<file path="config.mk">
export PLATFORM = sky130hd
export DESIGN_NAME = hufd_ram
export DESIGN_NICKNAME = d
export VERILOG_FILES = /design/src/hw/rtl/hufd_ram.sv
export SDC_FILE = /design/constraint.sdc
export NUM_CORES = 2
export LEC_CHECK = 0
export BUFFER_PORTS_ARGS = -buffer_cell sky130_fd_sc_hd__buf_4
export CORE_MARGIN = 8
export CORE_UTILIZATION = 40
export DETAILED_ROUTE_END_ITERATION = 8
export GPL_TIMING_DRIVEN = 0
export PLACE_DENSITY = 0.55
export SLEW_MARGIN = 10
export SYNTH_ARGS = -nofsm -noshare
export SYNTH_HDL_FRONTEND = slang
export SYNTH_SLANG_ARGS = --single-unit
</file>
<file path="constraint.sdc">
create_clock -name clk -period 2.1 [get_ports clk]
set_clock_uncertainty 0.2 [all_clocks]
set_input_delay 0.105 -clock clk [delete_from_list [all_inputs] [get_ports clk]]
set_output_delay 0.105 -clock clk [all_outputs]
set_load 0.03 [all_outputs]
</file>
<file path="src/hw/rtl/hufd_ram.sv">
module hufd_ram #(
  parameter int unsigned WIDTH = 8,
  parameter int unsigned DEPTH = 256,
  localparam int unsigned AW = $clog2(DEPTH)
) (
  input  logic             clk,
  input  logic             wr_en,
  input  logic [AW-1:0]    wr_addr,
  input  logic [WIDTH-1:0] wr_data,
  input  logic [AW-1:0]    rd_addr,
  output logic [WIDTH-1:0] rd_data
);

  logic [WIDTH-1:0] mem [DEPTH];
  logic [WIDTH-1:0] rd_data_r;

  always_ff @(posedge clk) begin
    if (wr_en) begin
      mem[wr_addr] <= wr_data;
    end
    rd_data_r <= mem[rd_addr];
  end

  assign rd_data = rd_data_r;

endmodule

</file>
Yosys cells after proc, flatten, opt, wreduce, memory -nomap -nowiden
Memory sizes are Yosys's and may differ from the RTL's. A register that Yosys moved wholly into a read port is not among the register bits.
Cells that the tools add are included.
{"block": "word_totals", "output_inout_bits": 8, "word_cells": 3, "input_bits": 26, "n_memories": 1, "ramBits": 2048, "register_bits": 0}
{"block": "op_classes", "mux": 2}
{"name": "mem", "words": 256, "word_bits": 8, "read_ports": 1, "rd_ports_with_merged_regs": 1, "write_ports": 1, "line": "14", "text": "logic [WIDTH-1:0] mem [DEPTH];"}
{"cell": "$mux 1", "n": 2}

Longest topological paths before layout
{"block": "logic_depth", "depth_word": 2, "depth_mapped": 11}

Least setup slack after synthesis
Ideal clock, no wire load.
{"block": "synth_timing", "path_kind": "input-to-reg", "startpoint": "in rd_addr[0]", "endpoint": "reg rd_data_r[2] (netlist: rd_data[2]) (read register of mem)", "setup_ps": 131, "setup_slack_ps": -143, "arrival_time_ps": 1912, "cell_stages": 9, "n_path_buf": 4, "cell_sequence": "buf_6 buf_12 buf_8 buf_2 mux4_2 a22oi_1 a21oi_1 nor4_1 nor4_2"}
{"item": "start: declaration", "line": "10", "text": "input logic [AW-1:0] rd_addr,"}
{"item": "end: declaration", "line": "15", "text": "logic [WIDTH-1:0] rd_data_r;"}

==> run metrics <==
Net Sw Power between 0.02 and 0.025 W; global-route wire length before repair roughly 350 mm; CP Class input port to flop; Initial Util about 40%; Primary FF master, synth edfxtp_1; outcome complete, but fails checks; clock share of power 42.6%; # DRC 0; antenna violations before repair 12; worst ir drop on vdd 832 uV; maxcap violations 0; total wire length 257 mm; share of total power in sequential cells between 50% and 60%; Clk Latency, worst-skew pair 0.85 ns; Synth cell types 55; worst setup margin -0.639 ns; Yosys reg bits 2,056; 1st-iter DRT viols 6,202; clk slew on worst S/H paths 0.06 ns; Slew Limit Fails 0; area of the multi-input gates 18,600 um2; core area 197,000 um2; Syn Area/Cell 21.3 um2; Fin. Hold Viols 16; largest net degree at the start of global routing 141; Leakage 28.5 nW; clk sinks approximately 2,100; CP cell instances buf_2 > buf_6 > buf_4 > clkbuf_8 > mux4_2 > a22oi_1 > a21oi_1 > nor4_4 > nor4_4; Tot GR Track Use between 20% and 30%; post-synth net total between 3,000 and 4,000; failing checks hold timing, setup timing; number of fillers in the final layout 16,400; worst path bufs/invs 4; Final Cycle Share 130%; power share of the combinational group 6.3%; CTS H-Tree Depth 4; CTS tree yes; arrival time worst endpoint approximately 3.2 ns; wire per inst approximately 37 um; Die Y 462 um; Startpoint Class input port; routed vias 41,800; die area roughly 210,000 um2; clock tree buffer depth 3; Switching Share 22.6%; Pint roughly 0.07 W; worst hold path class input port to flop; register area 61,700 um2; most used cell, CP nor4_4; Post-Syn Area 79,600 um2; Worst path top cell family by delay buffers and inverters; fmax about 370 MHz; Slew HR 17.8%; # port buffers 26; RSZ-0062 raised after global routing true; sequential share of the synthesized area about 78%; CTS Buf Count 212; EDFF count, synth ~2,000; share of layout cells above drive strength 1 about a third; vias per cell 6.09; Largest stage delay, worst path 0.88 ns; min Tclk post-route 2.74 ns; Worst Path Required 2.56 ns; Placement Setup Slack -3.19 ns; total negative slack -42.19 ns; Async SR Flop Fraction 0%; Worst Tran Pin Value 1.23 ns; Critical Path End Type flop; num ports 34; Synth-to-Final Area Change 17.9%; Worst Path Max Fanout 10; Slowest cell on crit path nor4_4; hpwl dp about 170 mm; Power Density between 900 and 1000 nW/um2; Pre-antenna DRT Iters 6; Final ANT Viol Nets 0; GR Overflow Total 0; synthesized instance count 3,733; Die X roughly 460 um; final net count 4,067; Placer Congestion 0.981; setup violators final 725; hold slack -0.0162 ns; Power, Total 0.0886 W; vias in the first global route 40,800; root buffer cell clkbuf_16; row cnt 163; Ys Warns 0
==> layer usage <==
| layer | global-route usage (%) | share of wire (%) |
|---|---|---|
| met5 | 0 | 0 |
| met1 | 33.0 | 40 |
| met4 | 9.91 | 4.8 |
| met2 | 36.8 | 46 |
| met3 | 4.60 | 8.7 |
==> what timing repair did <==
action,in CTS,in global routing
resized for setup,488,148
hold buffers,22,6
hold endpoints to repair,1793,100
buffers inserted,12,6
pin swaps,28,20
endpoints found under the setup margin,1600,916
==> final cells by class <==
type	count	share of cell area, %
antenna	11	0.0294
buffer	232	2.16
clock buffer	259	5.87
clock inverter	136	1.49
inverter	2	0.00801
multi-input combinational	1442	19.8
sequential	2056	65.8
tap	2640	3.52
timing repair buffer	95	1.33
==> power groups by stage <==
stage	Clock, W	Sequential, W	Combinational (W)
after detailed placement	0	0.0461	0.00509
after floorplan	0	0.0462	0.00227
after global placement	0	0.0462	0.00489
after global routing	0.0395	0.0453	0.00568
final	0.0377	0.0453	0.00559
after CTS	0.0380	0.0453	0.00548
==> cell families (layout without fill, tap and decap cells) <==
logic type	Yosys count	count (layout)	share of synthesized area (%)
DFF	2056	2056	77.5
buffers and inverters	235	724	1.83
AOI/OAI and AO/OA	385	385	3.42
other	0	11	0
and+or+nand+nor	466	466	2.63
muxes	591	591	14.6
==> through the flow <==
step	hold slack, ns	std cells	utilization (%)	instance area (um2)
detailed placement	0.309	6422	42.6	84000
floorplan	0.00387	3733	-	79800
finish	-0.0162	6873	47.5	93800
CTS	-0.0814	6850	47.2	93100
global placement	0.342	6399	42.2	83300
global route	-0.0544	6867	47.5	93700
==> tightest hold or removal path, stage by stage <==
cell and delay (ns):
buf_4 0.16, nor2_1 0.11, nand3_2 0.30, nor2_4 0.14
==> synth_stat cells, types with 3 or more instances <==
| library cell | instances | area [um2] |
|---|---|---|
| edfxtp_1 | 2048 | 61500 |
| mux4_2 | 454 | 10200 |
| nor2_1 | 282 | 1060 |
| mux2i_1 | 134 | 1340 |
| a22oi_1 | 133 | 998 |
| clkbuf_1 | 111 | 417 |
| a21oi_1 | 96 | 480 |
| o221ai_1 | 46 | 403 |
| nand3_1 | 34 | 170 |
| nand2_1 | 33 | 124 |
| buf_2 | 31 | 155 |
| nor2b_1 | 31 | 194 |
| o22ai_1 | 28 | 175 |
| buf_4 | 27 | 203 |
| nor4_1 | 24 | 150 |
| buf_1 | 22 | 82.6 |
| nor3_1 | 22 | 110 |
| buf_6 | 21 | 236 |
| a211oi_1 | 16 | 120 |
| a221oi_1 | 13 | 114 |
| buf_8 | 13 | 195 |
| nand4_1 | 10 | 62.6 |
| o211ai_1 | 10 | 75.1 |
| o21ai_0 | 10 | 50.1 |
| a22o_1 | 8 | 70.1 |
| buf_12 | 8 | 160 |
| dfxtp_1 | 8 | 160 |
| nand2b_1 | 8 | 50.1 |
| and2_1 | 6 | 37.5 |
| o22a_1 | 5 | 43.8 |
| o32ai_1 | 4 | 35.0 |
| or2_2 | 4 | 25.0 |
| nor4_2 | 3 | 37.5 |
==> cells in the final DEF (no fill, tap or decap), drive strengths merged, types with 23 or more instances in the layout <==
master       synthesis  routed
edfxtp            2048    2048
mux4               456     456
clkbuf             111     366
nor2               282     282
buf                122     191
mux2i              134     134
a22oi              133     133
clkinv               1      99
a21oi               96      96
o221ai              47      47
nand3               34      34
nand2               33      33
nor2b               31      31
o22ai               28      28
dlygate4sd3          0      28
nor4                27      27
bufinv               0      23
==> final timing paths <==
path | startpoint | end | slack [ns] | depth (start not counted)
hold reg to reg | mem[40][3] | rd_data[3] | 1.10 | 6
hold / removal | wr_addr[7] | mem[52][7] | -0.02 | 4
setup reg to reg | mem[47][2] | rd_data[2] | -0.61 | 5
setup / recovery | rd_addr[1] | rd_data[2] | -0.64 | 9
==> sequential cells by signal, summed over array words and instances, names as in the netlist <==
signal,cells
rd_data,8
mem,2048
Power figures use the tool's default switching activity.
